==> src/rtl/assert_macros.svh <==
// Assertion helpers shared by the RTL.
`ifndef ASSERT_MACROS_SVH
`define ASSERT_MACROS_SVH

// Check a property on every rising clock edge while reset is released.
`define ASSERT_RST(lbl, clk, rstn, prop, msg) \
  lbl: assert property (@(posedge clk) disable iff (!rstn) prop) else $error(msg);

// Check a property on every rising clock edge, reset included.
`define ASSERT_ALWAYS(lbl, clk, prop, msg) \
  lbl: assert property (@(posedge clk) prop) else $error(msg);

`endif

==> src/rtl/bsw_pkg.sv <==
package bsw_pkg;

  localparam int ADC_W        = 10;
  localparam int VREF_W       = 13;
  localparam int PPM_W        = 15;
  localparam int BAC_W        = 20;
  localparam int LED_W        = 5;
  localparam int W_W          = 16;
  localparam int ACC_W        = 48;
  localparam int WSUM_W       = 42;
  localparam int WTS_W        = 22;
  localparam int DIV_N        = 48;
  localparam int DIV_D        = 22;
  localparam int DIV_CNT_W    = $clog2(DIV_N + 1);
  localparam int CFG_IDX_W    = 2;
  localparam int CFG_DATA_W   = 15;

  localparam int SAMPLE_COUNT     = 64;
  localparam int SAMPLE_PERIOD_MS = 100;
  localparam int INFLECTION_MS    = 3000;
  localparam int IDX_W            = $clog2(SAMPLE_COUNT);

  localparam logic [CFG_IDX_W-1:0] CFG_VREF = 2'd0;
  localparam logic [CFG_IDX_W-1:0] CFG_MIN  = 2'd1;
  localparam logic [CFG_IDX_W-1:0] CFG_MAX  = 2'd2;

  localparam logic [VREF_W-1:0] VREF_RESET = 13'd5000;
  localparam logic [PPM_W-1:0]  MIN_RESET  = 15'd0;
  localparam logic [PPM_W-1:0]  MAX_RESET  = 15'd32767;

  // Voltage: code*vref*8192/1023000 == code*vref*1024/127875.
  // Estimate with floor(2^34/127875), product shifted down by 24, then fix by one.
  localparam logic [16:0] V_DEN   = 17'd127875;
  localparam logic [17:0] V_RECIP = 18'd134348;
  // bac: ppm/2600 == (ppm>>3)/325. Estimate with floor(2^36/325), then fix by one.
  localparam logic [8:0]  B_DEN   = 9'd325;
  localparam logic [27:0] B_RECIP = 28'd211444543;

  localparam logic signed [ACC_W-1:0] CO5 = 48'sd9858915;
  localparam logic signed [ACC_W-1:0] CO4 = -48'sd147112583;
  localparam logic signed [ACC_W-1:0] CO3 = 48'sd872186767;
  localparam logic signed [ACC_W-1:0] CO2 = -48'sd2564822528;
  localparam logic signed [ACC_W-1:0] CO1 = 48'sd3740966964;
  localparam logic signed [ACC_W-1:0] CO0 = -48'sd2161511847;
  localparam logic signed [ACC_W-1:0] LIM48 = {1'b0, {(ACC_W-1){1'b1}}};
  localparam logic signed [ACC_W-1:0] MIN48 = {1'b1, {(ACC_W-1){1'b0}}};

  typedef logic [SAMPLE_COUNT-1:0][W_W-1:0] weight_rom_t;

  typedef struct packed {
    logic              start;
    logic [ADC_W-1:0]  adc;
  } q_item_t;

  typedef struct packed {
    logic    valid;
    q_item_t item;
  } fifo_rsp_t;

  typedef struct packed {
    logic [1:0] count;
  } front_stat_t;

  typedef struct packed {
    logic             start;
    logic [DIV_N-1:0] dividend;
    logic [DIV_D-1:0] divisor;
  } div_req_t;

  typedef struct packed {
    logic             done;
    logic [DIV_N-1:0] quot;
  } div_rsp_t;

  typedef struct packed {
    logic             valid;
    logic [BAC_W-1:0] bac;
    logic [LED_W-1:0] leds;
    logic             over;
    logic             last;
  } result_t;

  // Horner coefficients after the leading one, highest order first.
  function automatic logic signed [ACC_W-1:0] coef_of(input logic [2:0] k);
    logic signed [ACC_W-1:0] c;
    case (k)
      3'd0:    c = CO4;
      3'd1:    c = CO3;
      3'd2:    c = CO2;
      3'd3:    c = CO1;
      default: c = CO0;
    endcase
    return c;
  endfunction

  function automatic longint angle_of(input int k);
    longint a;
    case (k)
      0:       a = 16384;
      1:       a = 9672;
      2:       a = 5110;
      3:       a = 2594;
      4:       a = 1302;
      5:       a = 652;
      6:       a = 326;
      7:       a = 163;
      8:       a = 81;
      9:       a = 41;
      10:      a = 20;
      11:      a = 10;
      12:      a = 5;
      13:      a = 3;
      default: a = 1;
    endcase
    return a;
  endfunction

  // Arctangent weight per sample number, resolved at elaboration.
  function automatic weight_rom_t build_weights();
    weight_rom_t rom;
    longint xs, ys, z, dx, dy;
    int i, k;
    for (i = 0; i < SAMPLE_COUNT; i++) begin
      xs = longint'(1000) * 1024;
      ys = (longint'(i) * SAMPLE_PERIOD_MS - INFLECTION_MS) * 1024;
      z  = 0;
      for (k = 0; k < 16; k++) begin
        dx = ys >>> k;
        dy = xs >>> k;
        if (ys > 0) begin
          xs = xs + dx;
          ys = ys - dy;
          z  = z + angle_of(k);
        end else if (ys < 0) begin
          xs = xs - dx;
          ys = ys + dy;
          z  = z - angle_of(k);
        end
      end
      z = z + 32768;
      if (z < 0) z = 0;
      if (z > 65535) z = 65535;
      rom[i] = W_W'(z);
    end
    return rom;
  endfunction

  localparam weight_rom_t WEIGHT_ROM = build_weights();

  function automatic logic [LED_W-1:0] leds_of(input logic [IDX_W-1:0] idx);
    int lit;
    lit = (int'(idx) * 5) / SAMPLE_COUNT + 1;
    if (lit > 5) lit = 5;
    return LED_W'((1 << lit) - 1);
  endfunction

endpackage

==> src/rtl/bsw_front.sv <==
module bsw_front (
  input  logic                    clk_i,
  input  logic                    rst_ni,
  input  logic                    in_valid_i,
  output logic                    in_ready_o,
  input  bsw_pkg::q_item_t        in_item_i,
  output bsw_pkg::fifo_rsp_t      fifo_o,
  input  logic                    pop_i,
  output bsw_pkg::front_stat_t    stat_o
);

  bsw_pkg::q_item_t mem_q [2];
  logic       wr_ptr_q, rd_ptr_q;
  logic [1:0] cnt_q;
  logic       push;

  assign in_ready_o = (cnt_q != 2'd2);
  assign push       = in_valid_i && in_ready_o;

  assign fifo_o.valid = (cnt_q != 2'd0);
  assign fifo_o.item  = mem_q[rd_ptr_q];
  assign stat_o.count = cnt_q;

  always_ff @(posedge clk_i) begin
    if (push) mem_q[wr_ptr_q] <= in_item_i;
  end

  always_ff @(posedge clk_i or negedge rst_ni) begin
    if (!rst_ni) begin
      wr_ptr_q <= 1'b0;
      rd_ptr_q <= 1'b0;
      cnt_q    <= 2'd0;
    end else begin
      if (push) wr_ptr_q <= ~wr_ptr_q;
      if (pop_i) rd_ptr_q <= ~rd_ptr_q;
      cnt_q <= cnt_q + 2'(push) - 2'(pop_i);
    end
  end

endmodule

==> config.mk <==
export PLATFORM = sky130hd
export DESIGN_NAME = bsw_front
export DESIGN_NICKNAME = d
export VERILOG_FILES = /design/src/rtl/assert_macros.svh /design/src/rtl/bsw_pkg.sv /design/src/rtl/bsw_front.sv
export SDC_FILE = /design/constraint.sdc
export NUM_CORES = 1
export LEC_CHECK = 0
export BUFFER_PORTS_ARGS = -buffer_cell sky130_fd_sc_hd__buf_2
export CAP_MARGIN = 20
export CORE_MARGIN = 3
export CORE_UTILIZATION = 45
export DETAILED_ROUTE_END_ITERATION = 8
export GPL_TIMING_DRIVEN = 0
export PLACE_DENSITY = 0.71
export SYNTH_ARGS = -nofsm -noshare
export SYNTH_HDL_FRONTEND = slang
export SYNTH_SLANG_ARGS = --single-unit
==> constraint.sdc <==
create_clock -name clk_i -period 4.2 [get_ports clk_i]
set_input_delay 0.42 -clock clk_i [delete_from_list [all_inputs] [get_ports clk_i]]
set_output_delay 0.42 -clock clk_i [all_outputs]
set_load 0.01 [all_outputs]
# After elaboration in Yosys (flattened, before gate mapping)
# Memory sizes are Yosys's and may differ from the RTL's.
# Index checks and enable logic that the tools add are counted.
word_totals:
  register_bits: 4
  mem_bits_rw: 22
  word_cells: 13
  input_bits: 15
  output_inout_bits: 15
  memories: 1
op_classes:
  addsub: 2
  eq_ne: 1
  n_reduce_logical: 2
  n_bitwise: 2
  mux: 2
memory_table:
  columns: ["memory", "words", "word_bits", "rd", "rd_ports_with_merged_regs", "write_ports", "line_no", "source"]
  rows:
  - ["mem_q", 2, 11, 1, 0, 1, "bsw_front.sv:12", "bsw_pkg::q_item_t mem_q [2];"]
op_table:
  columns: ["cell", "n"]
  rows:
  - ["2-bit by 1-bit adder with 2-bit output", 1]
  - ["1-bit two-way mux", 2]
  - ["2-bit != test, second input constant", 1]
  - ["1-bit NOT", 2]
  - ["2-bit nonzero test", 1]
  - ["2-bit by 1-bit subtractor with 2-bit output", 1]
  - ["1-bit logical AND", 1]

# Logic depth before layout (Yosys ltp)
# Gate-level depths: netlist of run 1.
depth:
  depth_word: 4
  mapped_depth: 5

# Worst setup path before layout of run 1
# OpenSTA, ideal clock, no wires.
synth_timing:
  path_type: "reg-to-reg"
  from: "register cnt_q[0] (netlist: stat_o[0])"
  to: "memory mem_q[0][0] in the netlist's numbering (enable)"
  t_arrival_ns: 1.254
  setup_time_ns: 0.378
  path_stages_with_launch: 4
  n_path_buf: 0
  path_slack_ns: 2.568
  path_cell_list: "dfrtp_1 -> nand2b_1 -> nand2_1 -> nor2_1"
synth_between:
  elab_chain_len: 4
synth_rtl:
  columns: ["item", "line_no", "source"]
  rows:
  - ["start, declared", "bsw_front.sv:14", "logic [1:0] cnt_q;"]
  - ["start signal, assigned", "bsw_front.sv:36", "cnt_q <= cnt_q + 2'(push) - 2'(pop_i);"]
  - ["2-bit != test", "bsw_front.sv:17", "assign in_ready_o = (cnt_q != 2'd2);"]
  - ["net in_ready_o", "bsw_front.sv:5", "output logic in_ready_o,"]
  - ["1-bit logical AND", "bsw_front.sv:18", "assign push = in_valid_i && in_ready_o;"]
  - ["1-bit two-way mux", "bsw_front.sv:25", "if (push) mem_q[wr_ptr_q] <= in_item_i;"]
  - ["1-bit two-way mux (implied by the code)", "bsw_front.sv:25", null]
  - ["end, declared", "bsw_front.sv:12", null]
# The timed path passes the listed nets, and every way through them passes these cells.

==> impl_metrics.py, run 1 <==
metrics = {
    "clock_tree": {
        "clock_latency_ps": 320,
        "postCtsSetupBuffers": 0,
        "clock-root-buffer": "clkbuf_4",
        "h-tree-depth": 1,
        "cts_resized": 0,
        "cts_inserted_buffers": 3,
        "clockBufferDepth": 2,
        "clock-sinks": 26,
        "cts_tree": "yes",
        "cts.clk_slew.worst_paths_ps": 140,
    },
    "worst_setup_path": {
        "slowest_stage": "dfrtp_1",
        "cp.required_ps": 3780,
        "slowest_delay_ps": 400,
        "endpoint_kind": "output pin",
        "worstSetupStartpointType": "flop",
        "critPathArrivalTime_ps": 1410,
        "critPathKind": "flop to output pin",
        "cp_cell_sequence": "buf_4, mux2_1, buf_2",
        "critPathMaxFanout": 10,
    },
    "global_route": {
        "use_met1_pct": 10.8,
        "met2_usage_pct": 19.0,
        "grt_max_degree": 16,
        "busiest_layer": "met2",
        "grt_usage_pct": 11.1,
        "grt_pass1_vias": 506,
        "grt_pass1_wl_um": 2070,
        "grt_overflow": 0,
        "gr-usage-met3_pct": 4.51,
        "antenna_found_initial": 0,
    },
    "drt": {
        "wl_um": 1440,
        "drc": 0,
        "vias": 517,
        "ant_nets": 0,
        "dr.first_iter.drc_count": 16,
        "wl_per_cell_um": 12.9,
        "routed_via_density": 4.62,
        "drtPass1Iterations": 3,
    },
    "logic_synthesis": {
        "synth_area_leader_cell": "edfxtp_1",
        "synth_area_leaders": "edfxtp_1 66%, mux2_1 10%, dfrtp_1 10%",
        "synth_top_area_share_pct": 66.2,
        "syn_area_um2": 997,
        "synth.ff_latch_count": 26,
        "ys.warnings.count": 0,
        "syn_inst": 51,
        "syn_avg_cell_area_um2": 19.6,
        "yosysSeqAreaShare_pct": 76.3,
        "ys_types": 16,
        "synthesis.nets": 67,
    },
    "layout": {
        "drive_gt1_share_pct": 45.9,
        "insertedDiodeCount": 0,
        "layout.nets": 102,
        "area_delta_synth_final_pct": 24.2,
        "layoutNonFillerInstCount": 112,
    },
    "timing": {
        "fin_crit_sh_pct": 43.5,
        "finalSetupTns_ps": 0,
        "rsz0062_at_grt": "no",
        "finalMaxSlewViolations": 0,
        "fin_crit_ps": 1830,
        "relSlewSlack_pct": 37.3,
        "setup_violations": 0,
        "fmax_ghz": 0.548,
        "worstMarginPinSlew_ps": 938,
        "hold_viol": 0,
        "finClkSkew_ps": 1.65,
    },
    "flow_run": {
        "drv_cap": 0,
    },
    "placed_design": {
        "dp_hpwl_um": 981,
        "place.port_buffers": 29,
        "dp.cells": 107,
        "place_congestion": 0.619,
    },
    "floorplan": {
        "die-area_um2": 2820,
        "initial_core_util_pct": 49.3,
        "core-area_um2": 2020,
        "die-height_um": 53.1,
        "ios": 30,
        "rows": 16,
        "fp.dieW_um": 53.1,
    },
    "run_status": {
        "outcome": "completed",
    },
    "power_and_ir_drop": {
        "p_leak_nw": 0.491,
        "irDropWorstVdd_mv": 0.354,
        "power_density_nw_per_um2": 657,
    },
    "hold_path": {
        "hp-class": "primary input to flop",
    },
}
[final timing paths]
kind / startpoint / end / slack [ps] / cells after the start
max: rd_ptr_q / fifo_o[3] / 2370 / 3
min: in_item_i[9] / mem_q[1][9] / 270 / 1
max reg2reg: stat_o[1] / mem_q[0][6] / 2410 / 3
min reg2reg: wr_ptr_q / wr_ptr_q / 510 / 1
max in group asynchronous: rst_ni / wr_ptr_q / 3670 / 2
min in group asynchronous: rst_ni / rd_ptr_q / 410 / 2
[state kept, by name (all words and copies together), names as in the netlist]
name	count
mem_q	22
rd_ptr_q	1
stat_o	2
wr_ptr_q	1
[final cells by class]
type / instances / area (um^2)
fill: 156 / 783
sequential: 26 / 761
multi-input combinational: 24 / 229
timing repair buffer: 30 / 155
tap: 27 / 33.8
clock inverter: 1 / 30.0
clock buffer: 3 / 22.5
buffer: 1 / 7.51
[cell usage after synthesis]
cell type  count
mux2_1         9
dfrtp_1        4
nand2b_1       1
edfxtp_1      22
nor2_1         1
mux2_2         2
nand2_1        1
xor2_1         1
a21oi_2        1
a21bo_1        1
xnor2_1        3
buf_4          1
and3_1         1
ha_1           1
nor3b_2        1
or2_2          1
[metrics by stage]
stage | utilization, % | cell area, um^2 | hold WS [ps] | setup WS, ps | power [mW]
after floorplan | - | 997 | 124 | 2570 | 0.558
after global placement | 58.2 | 1180 | 231 | 2400 | 0.652
after detailed placement | 58.2 | 1180 | 238 | 2380 | 0.657
after CTS | 61.3 | 1240 | 262 | 2340 | 0.828
after global routing | 61.3 | 1240 | 243 | 2270 | 0.866
final | 61.3 | 1240 | 274 | 2370 | 0.814
[kinds of logic after synthesis]
kind of cell / share of synthesized area [%]
flip-flops: 76.3
adder cells (fa/ha/maj): 1.25
AND/OR/NAND/NOR: 3.89
AO/OA/AOI/OAI: 1.88
multiplexers: 12.4
XOR/XNOR: 3.51
buffers and inverters: 0.753
[cells in the final DEF (no fill, tap or decap), drive strengths merged]
| cell type | instances |
|---|---|
| nand2 | 1 |
| dlygate4sd3 | 1 |
| edfxtp | 22 |
| nand2b | 1 |
| dfrtp | 4 |
| a21oi | 1 |
| and3 | 1 |
| buf | 30 |
| a21bo | 1 |
| or2 | 1 |
| nor3b | 1 |
| ha | 1 |
| mux2 | 11 |
| clkbuf | 3 |
| nor2 | 1 |
| xnor2 | 3 |
| xor2 | 1 |
| bufinv | 1 |
[worst max-delay path: cells and delay by family (launching register included)]
family   cells  cell delay [ps]
buf+inv      2              350
flops        1              400
mux          1              330
[timing repair]
item | in CTS | in global routing
hold buffers | 1 | 0
setup endpoints to repair | 0 | 0
hold endpoints to repair | 4 | 0
[power by group]
part | switching, mW | internal (mW) | leakage (nW) | total [mW]
Sequential | 0.0285 | 0.358 | 0.251 | 0.386
Combinational | 0.136 | 0.122 | 0.212 | 0.258
Clock | 0.0729 | 0.0965 | 0.0279 | 0.169
Total | 0.238 | 0.576 | 0.491 | 0.814
[metal layers]
| metal | up-vias | wire length [um] |
|---|---|---|
| met5 | - | 0 |
| met4 | 0 | 15 |
| met3 | 2 | 128 |
| met2 | 19 | 692 |
| met1 | 238 | 603 |
| li1 | 258 | - |
(Power assumes the default switching activity.)
==> run 2: changes to the inputs <==
==> constraint.sdc (replaced) <==
create_clock -name clk_i -period 1.84 [get_ports clk_i]
set_input_delay 0.184 -clock clk_i [delete_from_list [all_inputs] [get_ports clk_i]]
set_output_delay 0.184 -clock clk_i [all_outputs]
set_load 0.01 [all_outputs]
==> run 2 against run 1 <==
Final area increased by 0.20%. Wire length unchanged. Non-clock buffer count unchanged. Sequential share of layout area decreased by 0.12 points.
==> impl_metrics.py, run 2 (synthesis results as in run 1) <==
metrics = {
    "run_status": {
        "outcome": "completed",
    },
    "floorplan": {
        "die-area_um2": 2820,
        "fp.dieW_um": 53.1,
        "core-area_um2": 2020,
        "die-height_um": 53.1,
        "rows": 16,
        "initial_core_util_pct": 49.3,
        "ios": 30,
    },
    "clock_tree": {
        "clock-root-buffer": "clkbuf_4",
        "clock_latency_ps": 320,
        "cts.clk_slew.worst_paths_ps": 130,
        "postCtsSetupBuffers": 0,
        "cts_tree": "yes",
        "h-tree-depth": 1,
        "clock-sinks": 26,
        "cts_inserted_buffers": 3,
        "clockBufferDepth": 2,
    },
    "layout": {
        "area_delta_synth_final_pct": 24.5,
        "layout.nets": 102,
        "fin_util_pct": 61.4,
        "mostFrequentLayoutCells": "29 x buf_2, 22 x edfxtp_1, 9 x mux2_1",
        "nFillCells": 155,
        "mostFrequentLayoutCell": "buf_2",
        "insertedDiodeCount": 0,
        "largest_reg_flops": 22,
        "drive_gt1_share_pct": 47.1,
        "top_register": "mem_q",
    },
    "placed_design": {
        "place.port_buffers": 29,
        "place_congestion": 0.619,
        "dp_hpwl_um": 981,
    },
    "timing": {
        "finClkSkew_ps": 1.54,
        "hold_viol": 0,
        "rsz0062_at_grt": "no",
        "fmax_ghz": 0.629,
        "relSlewSlack_pct": 61.1,
        "setup_violations": 0,
        "fin_crit_sh_pct": 86.4,
        "finalSetupTns_ps": 0,
        "finalMaxSlewViolations": 0,
        "worstMarginPinSlew_ps": 583,
        "fin_crit_ps": 1590,
    },
    "drt": {
        "drc": 0,
        "vias": 518,
        "routed_via_density": 4.63,
        "dr.first_iter.drc_count": 13,
        "wl_um": 1440,
        "wl_per_cell_um": 12.9,
        "drtPass1Iterations": 2,
        "ant_nets": 0,
    },
    "worst_setup_path": {
        "endpoint_kind": "output pin",
        "critPathMaxFanout": 10,
        "r2r_start": "stat_o[1]",
        "r2r_cells": 3,
        "reg2reg_to": "mem_q[0][6]",
        "reg2reg_slack_ps": 300,
        "cp.required_ps": 1660,
        "critPathArrivalTime_ps": 1410,
        "slowest_stage": "dfrtp_1",
        "slowest_delay_ps": 400,
        "cp_cell_sequence": "buf_4, mux2_1, buf_2",
        "critPathKind": "flop to output pin",
        "worstSetupStartpointType": "flop",
    },
    "hold_path": {
        "hold_end": "mem_q[0][3]",
        "min_from": "in_item_i[3]",
        "hp-class": "primary input to flop",
        "hold_depth": 1,
    },
    "power_and_ir_drop": {
        "p_leak_nw": 0.491,
        "power_density_nw_per_um2": 1500,
        "irDropWorstVdd_mv": 0.809,
    },
    "global_route": {
        "antenna_found_initial": 0,
        "grt_pass1_wl_um": 2070,
        "grt_usage_pct": 11.1,
        "grt_max_degree": 16,
        "grt_overflow": 0,
        "grt_pass1_vias": 506,
    },
    "flow_run": {
        "drv_cap": 0,
    },
}
[run 2: cell types whose count changed in the layout (fill, tap and decap cells not counted)]
cell | previous run | this run
nor2_1 | 1 | 0
nor2_2 | 0 | 1
[run 2: final cells by class]
class	count	area (um^2)	share of cell area (%)
Clock buffer	3	22.5	1.81
Multi-Input combinational cell	24	231	18.6
Tap cell	27	33.8	2.72
Timing Repair Buffer	30	155	12.5
Sequential cell	26	761	61.3
Buffer	1	7.51	0.605
Clock inverter	1	30.0	2.42
[run 2: per-layer routing]
metal	up-vias	GRT usage, %	share of wire [%]
met3	2	4.51	8.9
met1	238	10.8	42
li1	259	-	-
met4	0	7.66	1.0
met5	-	0	0
met2	19	19.0	48
[run 2: critical path, delay by kind of cell, from the launching register on]
kind,cells,cell delay (ps)
muxes,1,330
DFF,1,400
buffers and inverters,2,350
[run 2: worst max-delay path by stage]
stage | start | endpoint | slack [ps] | depth (start not counted)
CTS | rd_ptr_q | fifo_o[3] | 210 | 3
global route | rd_ptr_q | fifo_o[9] | 180 | 3
global placement | stat_o[1] | mem_q[0][8] | 40 | 3
detailed placement | stat_o[1] | mem_q[0][8] | 20 | 3
finish | rd_ptr_q | fifo_o[3] | 250 | 3
floorplan | stat_o[0] | mem_q[0][0] | 210 | 3
[run 2: power by group]
| part | internal, mW | leakage (nW) | switching, mW | total [mW] |
|---|---|---|---|---|
| Combinational | 0.280 | 0.212 | 0.312 | 0.592 |
| Sequential | 0.816 | 0.251 | 0.0670 | 0.883 |
| Clock | 0.220 | 0.0279 | 0.166 | 0.387 |
| Total | 1.32 | 0.491 | 0.545 | 1.86 |
[run 2: metrics by stage]
step	worst slack (ps)	area [um^2]	hold WS [ps]	power, mW	std cells
6_report	251	1240	38.1	1.86	112
5_1_grt	177	1240	7.31	1.98	112
4_1_cts	214	1240	26.0	1.89	112
3_5_place_dp	18.6	1180	1.92	1.50	107
3_3_place_gp	42.4	1180	-4.78	1.49	107
2_1_floorplan	208	997	-112	1.27	51
[run 2: what timing repair did]
action / in CTS / in global routing
endpoints found under the setup margin: 6 / 0
endpoints found under the hold margin: 4 / 0
resized for setup: 1 / 0
hold buffers: 1 / 0
==> run 3: changes to the inputs <==
--- a/config.mk
+++ b/config.mk
@@ -10,8 +10,7 @@
 export CORE_MARGIN = 3
 export CORE_UTILIZATION = 45
 export DETAILED_ROUTE_END_ITERATION = 8
-export GPL_TIMING_DRIVEN = 0
-export PLACE_DENSITY = 0.71
+export PLACE_DENSITY = 0.78
 export SYNTH_ARGS = -nofsm -noshare
 export SYNTH_HDL_FRONTEND = slang
 export SYNTH_SLANG_ARGS = --single-unit
==> run 3 against run 2 <==
Clock skew is 3.4 ps higher. Largest power group unchanged. Sequential share of layout area grew 1.1 points. Clock power shrank 42%. Final area decreased by 1.7%. Wire length grew 1.7%. Register-to-register slack improved by 110 ps. Setup slack lost 120 ps. Die area unchanged. Total power fell by 8.1%. Non-clock buffer count up 1. Highest routed layer unchanged.
==> impl_metrics.py, run 3 (synthesis results as in run 1) <==
metrics = {
    "flow_run": {
        "drv_cap": 0,
    },
    "drt": {
        "drc": 0,
        "ant_nets": 0,
        "routed_via_density": 4.80,
        "drtPass1Iterations": 3,
        "wl_um": 1470,
        "wl_per_cell_um": 13.0,
        "dr.first_iter.drc_count": 3,
        "vias": 542,
    },
    "worst_setup_path": {
        "r2r_cells": 2,
        "reg2reg_slack_ps": 410,
        "cp.required_ps": 1660,
        "r2r_start": "stat_o[1]",
        "critPathMaxFanout": 12,
        "worstSetupStartpointType": "flop",
        "endpoint_kind": "output pin",
        "reg2reg_to": "mem_q[1][5]",
        "critPathArrivalTime_ps": 1530,
        "critPathKind": "flop to output pin",
    },
    "global_route": {
        "grt_max_degree": 15,
        "grt_usage_pct": 11.3,
        "grt_overflow": 0,
        "grt_pass1_wl_um": 2260,
        "use_met1_pct": 12.5,
        "gr-usage-met3_pct": 3.38,
        "antenna_found_initial": 0,
        "grt_pass1_vias": 513,
        "met2_usage_pct": 21.1,
        "busiest_layer": "met2",
    },
    "timing": {
        "finalSetupTns_ps": 0,
        "postLayoutSetupSlackWorst_ps": 129,
        "finalMaxSlewViolations": 0,
        "rsz0062_at_grt": "no",
        "hold_viol": 0,
        "finClkSkew_ps": 4.90,
        "worstMarginPinSlew_ps": 537,
        "fin_crit_ps": 1710,
        "setup_violations": 0,
        "fin_crit_sh_pct": 93.0,
        "fmax_ghz": 0.584,
        "relSlewSlack_pct": 64.2,
        "holdWs_ps": 58.4,
    },
    "placed_design": {
        "place_congestion": 0.652,
        "dp_hpwl_um": 1040,
        "place.port_buffers": 29,
        "dpl_worst_slack_ps": 414,
    },
    "clock_tree": {
        "clockBufferDepth": 2,
        "clock-sinks": 26,
        "cts_resized": 0,
        "h-tree-depth": 1,
        "cts.clk_slew.worst_paths_ps": 130,
        "cts_tree": "yes",
        "clock_latency_ps": 300,
        "clock-root-buffer": "clkbuf_4",
        "cts_inserted_buffers": 3,
    },
    "layout": {
        "mostFrequentLayoutCell": "buf_2",
        "drive_gt1_share_pct": 45.3,
        "largest_reg_flops": 22,
        "nFillCells": 163,
        "insertedDiodeCount": 0,
        "area_delta_synth_final_pct": 22.3,
        "top_register": "mem_q",
        "ff_latch_area_um2": 761,
        "mostFrequentLayoutCells": "29 x buf_2, 22 x edfxtp_1, 9 x mux2_1",
        "multiInputGateArea_um2": 229,
        "fin_util_pct": 60.3,
        "layout.nets": 103,
    },
    "hold_path": {
        "hold_end": "mem_q[0][7]",
        "min_from": "in_item_i[7]",
        "hp-class": "primary input to flop",
        "hold_depth": 1,
    },
    "power_and_ir_drop": {
        "irDropWorstVdd_mv": 0.806,
        "p_leak_nw": 0.484,
        "power_density_nw_per_um2": 1400,
    },
    "floorplan": {
        "die-area_um2": 2820,
        "fp.dieW_um": 53.1,
        "ios": 30,
        "rows": 16,
        "initial_core_util_pct": 49.3,
        "die-height_um": 53.1,
        "core-area_um2": 2020,
    },
    "run_status": {
        "outcome": "completed",
    },
}
==> run 3: cell types whose count changed in the layout (fill, tap and decap cells not counted), sizes merged <==
cell / delta
buf: +1
clkinv: +1
bufinv: -1
==> run 3: what timing repair did <==
action / in CTS / in global routing
buffers inserted: 0 / 0
hold endpoints to repair: 4 / 0
setup endpoints to repair: 0 / 0
hold buffers: 1 / 0
==> run 3: worst max-delay path: stages (launching register included) <==
cell and delay (ps):
dfrtp_1 700, mux2_2 390, buf_2 140
==> run 3: cell type report <==
type                    count  area share, %
multi-input cells          24           18.8
repair buffers             32           13.9
clock buffers               3           1.85
well taps                  27           2.77
flip-flops and latches     26           62.4
clock inverters             1          0.308
==> run 3: where the power goes <==
group | internal (mW) | switching (mW) | total [mW]
registers | 0.815 | 0.115 | 0.930
clock network | 0.0790 | 0.145 | 0.224
logic | 0.283 | 0.273 | 0.556
total | 1.18 | 0.534 | 1.71
==> run 3: worst max-delay path by stage <==
stage / cells past startpoint / end / start / slack (ps)
after global placement: 2 / mem_q[1][4] / stat_o[1] / 470
after detailed placement: 2 / mem_q[1][5] / stat_o[1] / 410
after CTS: 2 / fifo_o[10] / rd_ptr_q / 110
final: 2 / fifo_o[10] / rd_ptr_q / 130
after global routing: 2 / fifo_o[0] / rd_ptr_q / 50
after floorplan: 3 / mem_q[0][0] / stat_o[0] / 210
==> run 3: per-layer routing <==
layer | vias up | wire (um)
li1 | 262 | -
met1 | 259 | 660
met2 | 19 | 690
met3 | 2 | 103
met4 | 0 | 10
met5 | - | 0
==> run 3: metrics by stage <==
step                cell area, um^2  total power, mW  cells
floorplan                       997             1.27     51
global placement               1180             1.49    108
detailed placement             1180             1.50    108
CTS                            1220             1.73    113
global route                   1220             1.83    113
finish                         1220             1.71    113
